--- src/hw/rtl/tile_map_box_collision_slide_defines.svh ---
// ----------------------------------------------------------------------------
// tile map box collision: assertion macros
// shared assertion wrappers, empty when building for synthesis
// ----------------------------------------------------------------------------
`ifndef TILE_MAP_BOX_COLLISION_SLIDE_DEFINES_SVH
`define TILE_MAP_BOX_COLLISION_SLIDE_DEFINES_SVH

`ifndef SYNTHESIS

// consequent must hold in the same cycle as the antecedent
`define TMBC_ASSERT_SAME(name, clk, rst, ante, cons) \
  name: assert property (@(posedge clk) disable iff (rst) (ante) |-> (cons)) \
    else $error("tmbc assertion failed");

// consequent must hold in the cycle after the antecedent
`define TMBC_ASSERT_NEXT(name, clk, rst, ante, cons) \
  name: assert property (@(posedge clk) disable iff (rst) (ante) |=> (cons)) \
    else $error("tmbc assertion failed");

`else

`define TMBC_ASSERT_SAME(name, clk, rst, ante, cons)
`define TMBC_ASSERT_NEXT(name, clk, rst, ante, cons)

`endif

`endif

--- src/hw/rtl/tmbc_ram.sv ---
// ----------------------------------------------------------------------------
// tmbc_ram
// generic single write port, single read port ram with registered read
// ----------------------------------------------------------------------------
module tmbc_ram #(
  parameter int WIDTH = 8,
  parameter int DEPTH = 16,
  localparam int AW = (DEPTH > 1) ? $clog2(DEPTH) : 1
) (
  input  logic             clk,
  input  logic             we,
  input  logic [AW-1:0]    waddr,
  input  logic [WIDTH-1:0] wdata,
  input  logic [AW-1:0]    raddr,
  output logic [WIDTH-1:0] rdata
);

  logic [WIDTH-1:0] mem [DEPTH];

  // write and registered read
  always_ff @(posedge clk) begin
    if (we) begin
      mem[waddr] <= wdata;
    end
    rdata <= mem[raddr];
  end

endmodule

--- config.mk ---
export PLATFORM = sky130hd
export DESIGN_NAME = tmbc_ram
export DESIGN_NICKNAME = d
export VERILOG_FILES = /design/src/hw/rtl/tile_map_box_collision_slide_defines.svh /design/src/hw/rtl/tmbc_ram.sv
export SDC_FILE = /design/constraint.sdc
export NUM_CORES = 1
export LEC_CHECK = 0
export BUFFER_PORTS_ARGS = -buffer_cell sky130_fd_sc_hd__buf_2
export CAP_MARGIN = 20
export CELL_PAD_IN_SITES_DETAIL_PLACEMENT = 1
export CELL_PAD_IN_SITES_GLOBAL_PLACEMENT = 1
export CORE_AREA = 2 2 131 95
export CTS_CLUSTER_DIAMETER = 150
export DETAILED_ROUTE_END_ITERATION = 8
export DIE_AREA = 0 0 133 97
export PLACE_DENSITY = 0.64
export SYNTH_ARGS = -nofsm -noshare
export SYNTH_HDL_FRONTEND = slang
export SYNTH_SLANG_ARGS = --single-unit
--- constraint.sdc ---
create_clock -name clk -period 4.8 [get_ports clk]
set_clock_uncertainty 0.2 [all_clocks]
set_input_delay 0.72 -clock clk [delete_from_list [all_inputs] [get_ports clk]]
set_output_delay 0.72 -clock clk [all_outputs]
set_load 0.005 [all_outputs]
==> flow_summary.yaml <==
synth:
  synth_seq_cells: 136
  synth.most_common_cell: "edfxtp_1"
  postSynthCellCount: 229
  synth_async_sr_flop_share: 0
  synth_enable_flop_cells: 128
  synthesis.yosys.warnings: 0
  synthTopCellsByCount: "128 x edfxtp_1, 18 x mux4_2, 16 x a22oi_1"
  synth_area_leaders: "edfxtp_1 75%, mux4_2 7.9%, mux4_1 7.1%, dfxtp_1 3.1%, a22oi_1 2.3%"
  netlist_area_sq_mm: 0.005147
  share_of_synthesized_area_occupied_by_flip_flops_and_latches: 0.7778
  synthDominantCellAreaShare: 0.7467
  postSynthAreaPerCell_sq_um: 22.48
  synth_fp_nets: 247
  synth.largest_area_cell: "edfxtp_1"
  synth_top_flop_cell: "edfxtp_1"
  synth.distinct_cells: 19
placement:
  routability_driven_placement_congestion_ratio: 0.7075
  io_buffers: 25
  placed_cell_area_sq_mm: 0.005410
  post-dp-hpwl_um: 6807
  dp_slack_ns: 1.832
floorplanning:
  std_cell_rows: 33
  io_pins: 26
  fp.coreArea_sq_mm: 0.01152
  design.die.area_sq_mm: 0.01290
  initial_utilization: 0.4468
  fp.dieW_um: 133
  die_height_um: 97
clocking:
  cts_max_path_buffers: 2
  clock_tree_from_tritoncts: "done"
  cts.reportedPaths.clkPinSlew_ns: 0.06
  cts.repair_timing.setup_buffer_count: 0
  cts_root_buf: "clkbuf_16"
  cts.repair.resized: 0
  cts_made_buffers: 17
  clock_insertion_delay_worst_skew_ns: 0.42
  ctsHtreeMaxLevel: 4
  cts_sinks: 136
  postCtsHoldBufs: 0
setup_path:
  crit_path_start_kind: "input port"
  largest_fanout_of_any_net_on_the_critical_path: 5
  criticalPathCategory: "in2reg"
  crit_buf_inv: 2
  arr_time_crit_path_ns: 2.33
  worstPathRequired_ns: 4.72
  critPathCaptureType: "register"
  critical_path.top_delay_family: "simple AND/OR/NAND/NOR gates"
  worstPathCellList: "buf_2, or3b_2, nor3_1, buf_4"
  timing.critical_path.slowest_stage_cell: "nor3_1"
  max_stage_delay_ns: 0.70
timing:
  finalWorstPathRequiredPeriod_ns: 2.411
  clock.fmax_ghz: 0.4148
  timing_hold_violations_final: 0
  rsz_0062_raised_after_global_routing: "false"
  tns_ns: 0
  report.final.slew_viol_count: 0
  relSlewSlack: 0.3413
  final-setup-viol-count: 0
  setup_ws_ns: 2.389
  tightestPinTransition_ns: 0.9844
  final_min_period_over_clock_period: 0.5022
  hold_ws_ns: 0.4834
layout:
  area_growth_pct: 16.63
  finish.net_count: 286
  finish.instance_area_sq_mm: 0.006003
  n_antenna_cell: 0
  layout-drive-gt1-share: 0.2847
pwr:
  post-layout-total-power_mw: 2.694
  power.static_leakage_nw: 1.996
  power_density_mw_per_mm2: 448.7
  irDropWorstVdd_mv: 0.2938
route:
  drc: 0
  first_pass_iters: 4
  routed_wl_um: 10960
  dr_total_vias: 2379
  drt-wirelength-per-cell_um: 25.02
  drt-vias-per-instance: 5.432
  antenna_violating_nets_post_route: 0
  detailedRoute.firstIterationViolations: 173
global_routing:
  grt_util_all_layers: 0.1879
  grt_max_degree: 33
  first_global_vias: 2603
  grt_pass1_wl_um: 16680
  antenna_violations_before_repair: 0
  grt_overflow_total: 0
run:
  drv_cap: 0
status:
  outcome: "complete, no violations"
hold_path:
  min_path_type: "reg2reg"
-- worst reg2reg max path, delay by kind of cell, from the launching register on --
kind               cells  cell delay, ns
muxes                  1            0.49
DFF                    1            0.38
AOI/OAI and AO/OA      1            0.26
and+or+nand+nor        1            0.07
-- report_power, final --
part	switching [mW]	internal, mW	leakage (nW)
registers	0.00995	1.33	1.22
clock network	0.482	0.753	0.269
logic	0.0703	0.0495	0.503
-- stage by stage --
stage | cells | util
floorplan | 229 | -
global placement | 403 | 0.4690
detailed placement | 404 | 0.4696
CTS | 436 | 0.5184
global route | 438 | 0.5211
finish | 438 | 0.5211
-- sequential cells by signal, indices dropped and copies added (netlist names) --
name,cells
rdata,8
mem,128
-- metal layers --
| metal | vias to the layer above | routed length (um) | share of wire | track usage |
|---|---|---|---|---|
| li1 | 1052 | - | - | - |
| met4 | 0 | 63 | 0.0057 | 0.07279 |
| met5 | - | 0 | 0 | 0 |
| met1 | 1271 | 5337 | 0.49 | 0.2678 |
| met3 | 7 | 413 | 0.038 | 0.04979 |
| met2 | 49 | 5144 | 0.47 | 0.2786 |
-- cells by family after synthesis --
| kind of cell | share of synthesized area |
|---|---|
| AND/OR/NAND/NOR | 0.03184 |
| multiplexers | 0.1502 |
| flip-flops | 0.7778 |
| buffers and inverters | 0.01677 |
| AO/OA/AOI/OAI | 0.02334 |
-- worst paths after layout --
check / to / startpoint / cells past startpoint / slack (ns)
hold / removal: rdata[1] / mem[4][1] / 3 / 0.48
setup reg to reg: rdata[2] / mem[8][2] / 3 / 3.26
setup / recovery: mem[0][3] / waddr[2] / 4 / 2.39
hold reg to reg: rdata[1] / mem[4][1] / 3 / 0.48
-- cells in the final DEF (no fill, tap or decap), drive strengths merged --
master / synthesis / layout
clkinv: 0 / 9
edfxtp: 128 / 128
nand3: 1 / 1
dfxtp: 8 / 8
nor3: 4 / 4
and2: 1 / 1
nor2b: 1 / 1
or3b: 1 / 1
bufinv: 0 / 2
a22oi: 16 / 16
nand2b: 2 / 2
buf: 7 / 30
nor2: 13 / 13
clkinvlp: 0 / 4
clkbuf: 0 / 17
nand2: 9 / 9
and2b: 1 / 1
nand3b: 2 / 2
mux4: 32 / 32
-- final cells by class --
cell class	instances	area, sq um
Clock buffer	17	425.4
Clock inverter	15	136.4
Multi-Input combinational cell	83	1062
Sequential cell	136	4004
Tap cell	157	196.4
Timing Repair Buffer	30	178.9
Fill cell	1011	5517
(Power assumes the default switching activity.)
