### config.mk
export PLATFORM = sky130hd
export DESIGN_NAME = tmbc_probe
export DESIGN_NICKNAME = d
export VERILOG_FILES = /design/src/hw/rtl/tile_map_box_collision_slide_defines.svh /design/src/hw/rtl/tmbc_pkg.sv /design/src/hw/rtl/tmbc_probe.sv
export SDC_FILE = /design/constraint.sdc
export NUM_CORES = 1
export LEC_CHECK = 0
export ABC_AREA = 1
export BUFFER_PORTS_ARGS = -buffer_cell sky130_fd_sc_hd__clkbuf_2
export CAP_MARGIN = 10
export CELL_PAD_IN_SITES_DETAIL_PLACEMENT = 1
export CELL_PAD_IN_SITES_GLOBAL_PLACEMENT = 1
export CORE_UTILIZATION = 46
export DETAILED_ROUTE_END_ITERATION = 8
export GPL_TIMING_DRIVEN = 1
export HOLD_SLACK_MARGIN = 0.1
export PLACE_DENSITY_LB_ADDON = 0.3
export SLEW_MARGIN = 20
export SYNTH_ARGS = -nofsm -noshare
export SYNTH_HDL_FRONTEND = slang
export SYNTH_SLANG_ARGS = --single-unit
### constraint.sdc
create_clock -name clk -period 10.65 [get_ports clk]
set_input_delay 0.5325 -clock clk [delete_from_list [all_inputs] [get_ports clk]]
set_output_delay 0.5325 -clock clk [all_outputs]
set_load 0.03 [all_outputs]
### src/hw/rtl/tile_map_box_collision_slide_defines.svh
// ----------------------------------------------------------------------------
// tile map box collision: assertion macros
// shared assertion wrappers, empty when building for synthesis
// ----------------------------------------------------------------------------
`ifndef TILE_MAP_BOX_COLLISION_SLIDE_DEFINES_SVH
`define TILE_MAP_BOX_COLLISION_SLIDE_DEFINES_SVH

`ifndef SYNTHESIS

// consequent must hold in the same cycle as the antecedent
`define TMBC_ASSERT_SAME(name, clk, rst, ante, cons) \
  name: assert property (@(posedge clk) disable iff (rst) (ante) |-> (cons)) \
    else $error("tmbc assertion failed");

// consequent must hold in the cycle after the antecedent
`define TMBC_ASSERT_NEXT(name, clk, rst, ante, cons) \
  name: assert property (@(posedge clk) disable iff (rst) (ante) |=> (cons)) \
    else $error("tmbc assertion failed");

`else

`define TMBC_ASSERT_SAME(name, clk, rst, ante, cons)
`define TMBC_ASSERT_NEXT(name, clk, rst, ante, cons)

`endif

`endif

### src/hw/rtl/tmbc_pkg.sv
// ----------------------------------------------------------------------------
// tmbc_pkg
// shared types, codes and saturation helper for the box collision mover
// ----------------------------------------------------------------------------
package tmbc_pkg;

  localparam int COORD_W  = 21;
  localparam int EXT_W    = 20;
  localparam int SPEED_W  = 24;
  localparam int DIR_W    = 16;
  localparam int TIME_W   = 16;
  localparam int CALC_W   = 24;
  localparam int SNAP_EPS = 3;
  localparam int WALL_T   = 1024;

  // request kinds
  localparam logic [2:0] KIND_TILE  = 3'd0;
  localparam logic [2:0] KIND_DOOR  = 3'd1;
  localparam logic [2:0] KIND_SHIP  = 3'd2;
  localparam logic [2:0] KIND_MOVE  = 3'd3;
  localparam logic [2:0] KIND_PLACE = 3'd4;

  // register indexes
  localparam logic [1:0] REG_WIDTH   = 2'd0;
  localparam logic [1:0] REG_HEIGHT  = 2'd1;
  localparam logic [1:0] REG_SPEED   = 2'd2;
  localparam logic [1:0] REG_OUTSIDE = 2'd3;

  localparam logic signed [31:0] COORD_MIN = -(32'sd1 <<< (COORD_W - 1));
  localparam logic signed [31:0] COORD_MAX = (32'sd1 <<< (COORD_W - 1)) - 32'sd1;

  typedef logic signed [COORD_W-1:0] coord_t;

  typedef struct packed {
    coord_t             x;
    coord_t             y;
    logic [EXT_W-1:0]   w;
    logic [EXT_W-1:0]   h;
  } rect_t;

  typedef struct packed {
    logic   start;
    coord_t x;
    coord_t y;
  } probe_req_t;

  typedef struct packed {
    logic done;
    logic hit;
  } probe_rsp_t;

  // clamp to the coordinate range
  function automatic coord_t sat_coord(input logic signed [31:0] v);
    coord_t r;
    if (v < COORD_MIN) begin
      r = COORD_MIN[COORD_W-1:0];
    end else if (v > COORD_MAX) begin
      r = COORD_MAX[COORD_W-1:0];
    end else begin
      r = v[COORD_W-1:0];
    end
    return r;
  endfunction

endpackage

### src/hw/rtl/tmbc_probe.sv
// ----------------------------------------------------------------------------
// tmbc_probe
// tests one candidate box position against tile rows, doors and ship hulls
// ----------------------------------------------------------------------------
module tmbc_probe #(
  parameter int MAP_COLS   = 64,
  parameter int MAP_ROWS   = 64,
  parameter int CELL_SHIFT = 13,
  parameter int DOOR_SLOTS = 16,
  parameter int SHIP_SLOTS = 8,
  localparam int RAW  = (MAP_ROWS > 1) ? $clog2(MAP_ROWS) : 1,
  localparam int DAW  = (DOOR_SLOTS > 1) ? $clog2(DOOR_SLOTS) : 1,
  localparam int SAW  = (SHIP_SLOTS > 1) ? $clog2(SHIP_SLOTS) : 1
) (
  input  logic                         clk,
  input  logic                         rst,
  input  tmbc_pkg::probe_req_t         req,
  output tmbc_pkg::probe_rsp_t         rsp,
  input  logic [tmbc_pkg::EXT_W-1:0]   player_width,
  input  logic [tmbc_pkg::EXT_W-1:0]   player_height,
  input  logic                         outside_is_solid,
  input  logic [DOOR_SLOTS-1:0]        door_blk,
  input  logic [SHIP_SLOTS-1:0]        ship_use,
  output logic [RAW-1:0]               tile_raddr,
  input  logic [MAP_COLS-1:0]          tile_rdata,
  output logic [DAW-1:0]               door_raddr,
  input  tmbc_pkg::rect_t              door_rdata,
  output logic [SAW-1:0]               ship_raddr,
  input  tmbc_pkg::rect_t              ship_rdata
);

  localparam int CW   = tmbc_pkg::CALC_W;
  localparam int NMAX = (MAP_ROWS > DOOR_SLOTS)
                        ? ((MAP_ROWS > SHIP_SLOTS) ? MAP_ROWS : SHIP_SLOTS)
                        : ((DOOR_SLOTS > SHIP_SLOTS) ? DOOR_SLOTS : SHIP_SLOTS);
  localparam int IW   = $clog2(NMAX + 1);

  localparam logic signed [CW-1:0] COLS_S = CW'(MAP_COLS);
  localparam logic signed [CW-1:0] ROWS_S = CW'(MAP_ROWS);
  localparam logic signed [CW-1:0] EPS_S  = CW'(tmbc_pkg::SNAP_EPS);
  localparam logic signed [CW-1:0] WALL_S = CW'(tmbc_pkg::WALL_T);

  typedef enum logic [1:0] {P_IDLE, P_SETUP, P_SCAN} pstate_t;

  pstate_t                 pstate;
  tmbc_pkg::coord_t        px;
  tmbc_pkg::coord_t        py;
  logic [RAW-1:0]          row_base;
  logic [MAP_COLS-1:0]     col_mask;
  logic [IW-1:0]           nrows;
  logic [IW-1:0]           nmax;
  logic [IW-1:0]           idx;
  logic [IW-1:0]           pidx;
  logic                    pend;

  logic signed [CW-1:0] xs, ys, ws, hs, xw, yh;
  logic signed [CW-1:0] c0, c1, r0, r1, c0c, c1c, r0c, r1c;
  logic                 empty, oob, empty2, ohit, gon;
  logic [MAP_COLS-1:0]  mask_w;
  logic [IW-1:0]        nrows_w, nmax_w;

  // box edges and grid coverage of the latched position
  always_comb begin
    xs  = CW'(px);
    ys  = CW'(py);
    ws  = {{(CW - tmbc_pkg::EXT_W){1'b0}}, player_width};
    hs  = {{(CW - tmbc_pkg::EXT_W){1'b0}}, player_height};
    xw  = xs + ws;
    yh  = ys + hs;
    c0  = xs >>> CELL_SHIFT;
    c1  = (xw - EPS_S) >>> CELL_SHIFT;
    r0  = ys >>> CELL_SHIFT;
    r1  = (yh - EPS_S) >>> CELL_SHIFT;
    empty = (c1 < c0) || (r1 < r0);
    oob   = (c0 < 0) || (r0 < 0) || (c1 >= COLS_S) || (r1 >= ROWS_S);
    c0c = (c0 < 0) ? '0 : c0;
    r0c = (r0 < 0) ? '0 : r0;
    c1c = (c1 >= COLS_S) ? COLS_S - 1 : c1;
    r1c = (r1 >= ROWS_S) ? ROWS_S - 1 : r1;
    empty2 = (c1c < c0c) || (r1c < r0c);
    ohit   = !empty && oob && outside_is_solid;
    gon    = !empty && !ohit && !empty2;
    mask_w = ({MAP_COLS{1'b1}} << c0c) & ({MAP_COLS{1'b1}} >> (COLS_S - 1 - c1c));
    nrows_w = gon ? IW'(r1c - r0c + 1) : '0;
    nmax_w  = nrows_w;
    if (IW'(DOOR_SLOTS) > nmax_w) begin
      nmax_w = IW'(DOOR_SLOTS);
    end
    if (IW'(SHIP_SLOTS) > nmax_w) begin
      nmax_w = IW'(SHIP_SLOTS);
    end
  end

  logic issue;
  logic signed [CW-1:0] dx, dy, dw, dh, sx, sy, sw, sh;
  logic d_ov, s_left, s_right, s_top, g_ok, d_ok, s_ok, hit_now;

  // read issue and evaluation of the previous read
  always_comb begin
    issue      = idx < nmax;
    tile_raddr = row_base + idx[RAW-1:0];
    door_raddr = idx[DAW-1:0];
    ship_raddr = idx[SAW-1:0];

    dx = CW'(door_rdata.x);
    dy = CW'(door_rdata.y);
    dw = {{(CW - tmbc_pkg::EXT_W){1'b0}}, door_rdata.w};
    dh = {{(CW - tmbc_pkg::EXT_W){1'b0}}, door_rdata.h};
    sx = CW'(ship_rdata.x);
    sy = CW'(ship_rdata.y);
    sw = {{(CW - tmbc_pkg::EXT_W){1'b0}}, ship_rdata.w};
    sh = {{(CW - tmbc_pkg::EXT_W){1'b0}}, ship_rdata.h};

    d_ov    = (xs < dx + dw) && (xw > dx) && (ys < dy + dh) && (yh > dy);
    s_left  = (xs < sx + WALL_S) && (xw > sx) && (ys < sy + sh) && (yh > sy);
    s_right = (xs < sx + sw) && (xw > sx + sw - WALL_S) && (ys < sy + sh) && (yh > sy);
    s_top   = (xs < sx + sw) && (xw > sx) && (ys < sy + WALL_S) && (yh > sy);

    g_ok = pidx < nrows;
    d_ok = (pidx < IW'(DOOR_SLOTS)) && door_blk[pidx[DAW-1:0]];
    s_ok = (pidx < IW'(SHIP_SLOTS)) && ship_use[pidx[SAW-1:0]];
    hit_now = pend && ((g_ok && |(tile_rdata & col_mask)) ||
                       (d_ok && d_ov) ||
                       (s_ok && (s_left || s_right || s_top)));
  end

  // sequencer
  always_ff @(posedge clk) begin
    if (rst) begin
      pstate <= P_IDLE;
      rsp    <= '0;
      pend   <= 1'b0;
      idx    <= '0;
    end else begin
      rsp <= '0;
      unique case (pstate)
        P_IDLE: begin
          if (req.start) begin
            px     <= req.x;
            py     <= req.y;
            pstate <= P_SETUP;
          end
        end
        P_SETUP: begin
          row_base <= r0c[RAW-1:0];
          col_mask <= mask_w;
          nrows    <= nrows_w;
          nmax     <= nmax_w;
          idx      <= '0;
          pend     <= 1'b0;
          if (ohit) begin
            rsp    <= '{done: 1'b1, hit: 1'b1};
            pstate <= P_IDLE;
          end else begin
            pstate <= P_SCAN;
          end
        end
        P_SCAN: begin
          pend <= issue;
          pidx <= idx;
          if (issue) begin
            idx <= idx + 1'b1;
          end
          if (hit_now) begin
            rsp    <= '{done: 1'b1, hit: 1'b1};
            pend   <= 1'b0;
            pstate <= P_IDLE;
          end else if (!issue && !pend) begin
            rsp    <= '{done: 1'b1, hit: 1'b0};
            pstate <= P_IDLE;
          end
        end
        default: pstate <= P_IDLE;
      endcase
    end
  end

endmodule

==> metrics <==
outcome completed; pin count of the biggest net entering global routing 80; Mapped Cells approximately 2,800; TritonCTS clock tree yes; largest area contributor in the netlist ha_1; Final Max Tran Viols 0; routed wire length 76.04 mm; overall power roughly 3.6 mW; syn_nets 3,530; clk_lat worst skew 0.48 ns; GRT Util Overall ~34%; Area Growth Syn to Fin 14.81%; Worst R2R End nmax[3]$_SDFFCE_PN1P_; Finished Layout Cells approximately 3,700; MaxCap Viol Count 0; Pwr Density 154.1 nW/um2; Syn Area/Cell about 7.4 um2; synth cell count leaders 585 x nand2_1, 410 x ha_1, 385 x inv_1; Clock H-tree levels 4; Yosys top cell area share between 20% and 30%; Max Clk Rate ~160 MHz; CP startpoint kind flip-flop; Final Setup Violations 0; die area 45,330 um2; Hold Vio Cnt, Final 0; TritonCTS buffer count 17; hpwl dp ~66 mm; final period utilization between 50 and 60%; routed len/inst ~20 um; cell family with most CP delay simple AND/OR/NAND/NOR gates; Max rail drop VDD 0.0001450 V; Filler cells 5,717; row count 76; CORE AREA approximately 43,000 um2; setup total negative slack 0 ns; WS Path Type reg -> reg; Vias/cell around 5.7; Slew @ Worst Pin just over 1 ns; post-synthesis cell type count 73; R2R cell count 29; critical path peak fanout 6; worst endpoint data arrival time between 6 and 7 ns; antenna violations before repair 8; Most used DFF post-synth edfxtp_1; worst path bufs/invs 5; hold buffers post-CTS 0; worst reg2reg startpoint py[0]$_DFFE_PP_; Setup WS post-layout between 4 and 5 ns; CP max stage cell nor4_1; minimum clock period approximately 6.2 ns; global-route wire length before repair between 100 and 150 mm; Die Y 212.9 um; DRC viols 0; maximum clock path buffer count 2; GRT Residual Overflow 0; Vias roughly 21,000; Seq cells post-synth ~150; hold path cells 1; Nets slightly below 4,000; iteration-0 DRC count of the detailed router 1,082; top-count cell post-synth nand2_1; Synth Cell Area ~20,000 um2; largest cells by area after synthesis ha_1 25%, edfxtp_1 20%, nand2_1 11%; Critical Path Max Stage Delay 0.64 ns; routability cong. between 0.9 and 1; Slew headroom 31.66%; ys async rst share 0%; Routed Antenna Nets 0; sequential area share after synthesis about a fifth; share of layout cells above drive strength 1 between 10% and 20%; clock sink count ~150; vias in the first global route between 20,000 and 25,000; Post-synth EDFFs 133; origin of the worst setup path py[0]$_DFFE_PP_; pre-CTS setup slack 4.284 ns; worst hold path type in -> reg; Die W about 210 um; Worst Skew approximately 0.017 ns; Clock Pin Slew Worst Setup and Hold Paths roughly 0.070 ns; Warnings, synthesis 0; crit-path most repeated cell nand2_1; Post-Place Cells about 3,700; Root Driver clkbuf_16; worst hold path startpoint req[22]; post_cts resized 0; LEAKAGE about 12 nW; RSZ-0062 raised after global routing false; Worst Setup End Kind flip-flop; initial core utilization between 40% and 50%; DR pass1 iterations 5; I/O pin total between 300 and 400; # port buffers 352; Critical Path RT between 10 and 15 ns; post-CTS setup-driven buffer insertion count 0; Hold EP px[1]$_DFFE_PP_; worst reg2reg setup slack 4.43 ns
cells in the final DEF (no fill, tap or decap), drive strengths merged, types with 12 or more instances in the layout:
master  instances
a211oi         26
o211ai         13
o21bai         17
nor4           12
xor2           89
o21ai         114
ha            410
clkbuf        372
inv           403
a21oi         272
edfxtp        133
xnor2          49
nor3           50
nand4          74
a31oi          16
nor2          226
nand3         119
o221ai         12
nand2         593
dfxtp          12
per-stage QoR:
| step | util [%] | hold WS, ns | instance area [um2] |
|---|---|---|---|
| floorplan | - | 0.4492 | 20460 |
| global placement | 52.72 | 0.4828 | 22910 |
| detailed placement | 52.72 | 0.4944 | 22910 |
| CTS | 54.03 | 0.1774 | 23480 |
| global route | 54.04 | 0.2011 | 23480 |
| finish | 54.07 | 0.2257 | 23500 |
layout make-up:
class	instances	area (um2)	area share [%]
Multi-Input combinational cell	2207	14630	62.26
Sequential cell	145	4234	18.02
Timing Repair Buffer	357	1799	7.658
Inverter	402	1516	6.454
Tap cell	585	732.0	3.115
Clock buffer	20	436.7	1.858
Clock inverter	12	135.1	0.5751
Antenna cell	6	15.01	0.06390
worst max path at each step:
stage                                        to  cells after the start
after detailed placement  nmax[3]$_SDFFCE_PN1P_                     30
after global placement    nmax[3]$_SDFFCE_PN1P_                     30
after global routing      nmax[0]$_SDFFCE_PN0P_                     33
after CTS                 nmax[1]$_SDFFCE_PN0P_                     29
final                     nmax[3]$_SDFFCE_PN1P_                     29
after floorplan           nmax[0]$_SDFFCE_PN0P_                     33
state kept, by name, indices dropped and copies added, names as in the netlist:
| name | flops |
|---|---|
| pidx | 7 |
| idx | 7 |
| row_base | 6 |
| rsp | 2 |
| nmax | 7 |
| col_mask | 64 |
| px | 21 |
| nrows | 7 |
| pstate | 2 |
| pend | 1 |
| py | 21 |
per-layer routing:
layer,part of all wire [%],wire (um),track usage (%)
met2,49,37180,59.73
met1,42,32130,40.19
met4,3.1,2389,13.10
met5,0.064,49,0
met3,5.6,4284,6.383
power breakdown:
part | total, mW | switching, mW | leakage [nW] | internal [mW]
Clock | 0.617 | 0.272 | 0.267 | 0.345
Sequential | 0.824 | 0.0836 | 1.34 | 0.740
Combinational | 2.18 | 1.42 | 10.5 | 0.756
kinds of logic (layout without fill, tap and decap cells):
kind of cell / Yosys count / after routing / synth area share (%)
and+or+nand+nor: 1109 / 1109 / 23.79
other: 0 / 6 / 0
DFF: 145 / 145 / 20.69
muxes: 4 / 4 / 0.1957
AOI/OAI and AO/OA: 536 / 536 / 15.37
xor gates and xnor gates: 138 / 138 / 6.016
adders and majority gates: 420 / 420 / 26.05
buffers and inverters: 420 / 791 / 7.893
worst reg2reg max path: cells and delay by family (launching register included):
kind | cells | cell delay [ns]
AND/OR/NAND/NOR | 14 | 2.48
adder cells (fa/ha/maj) | 5 | 1.56
AO/OA/AOI/OAI | 3 | 0.73
XOR/XNOR | 2 | 0.46
flip-flops | 1 | 0.39
buffers and inverters | 5 | 0.33
Power figures use the tool's default switching activity.
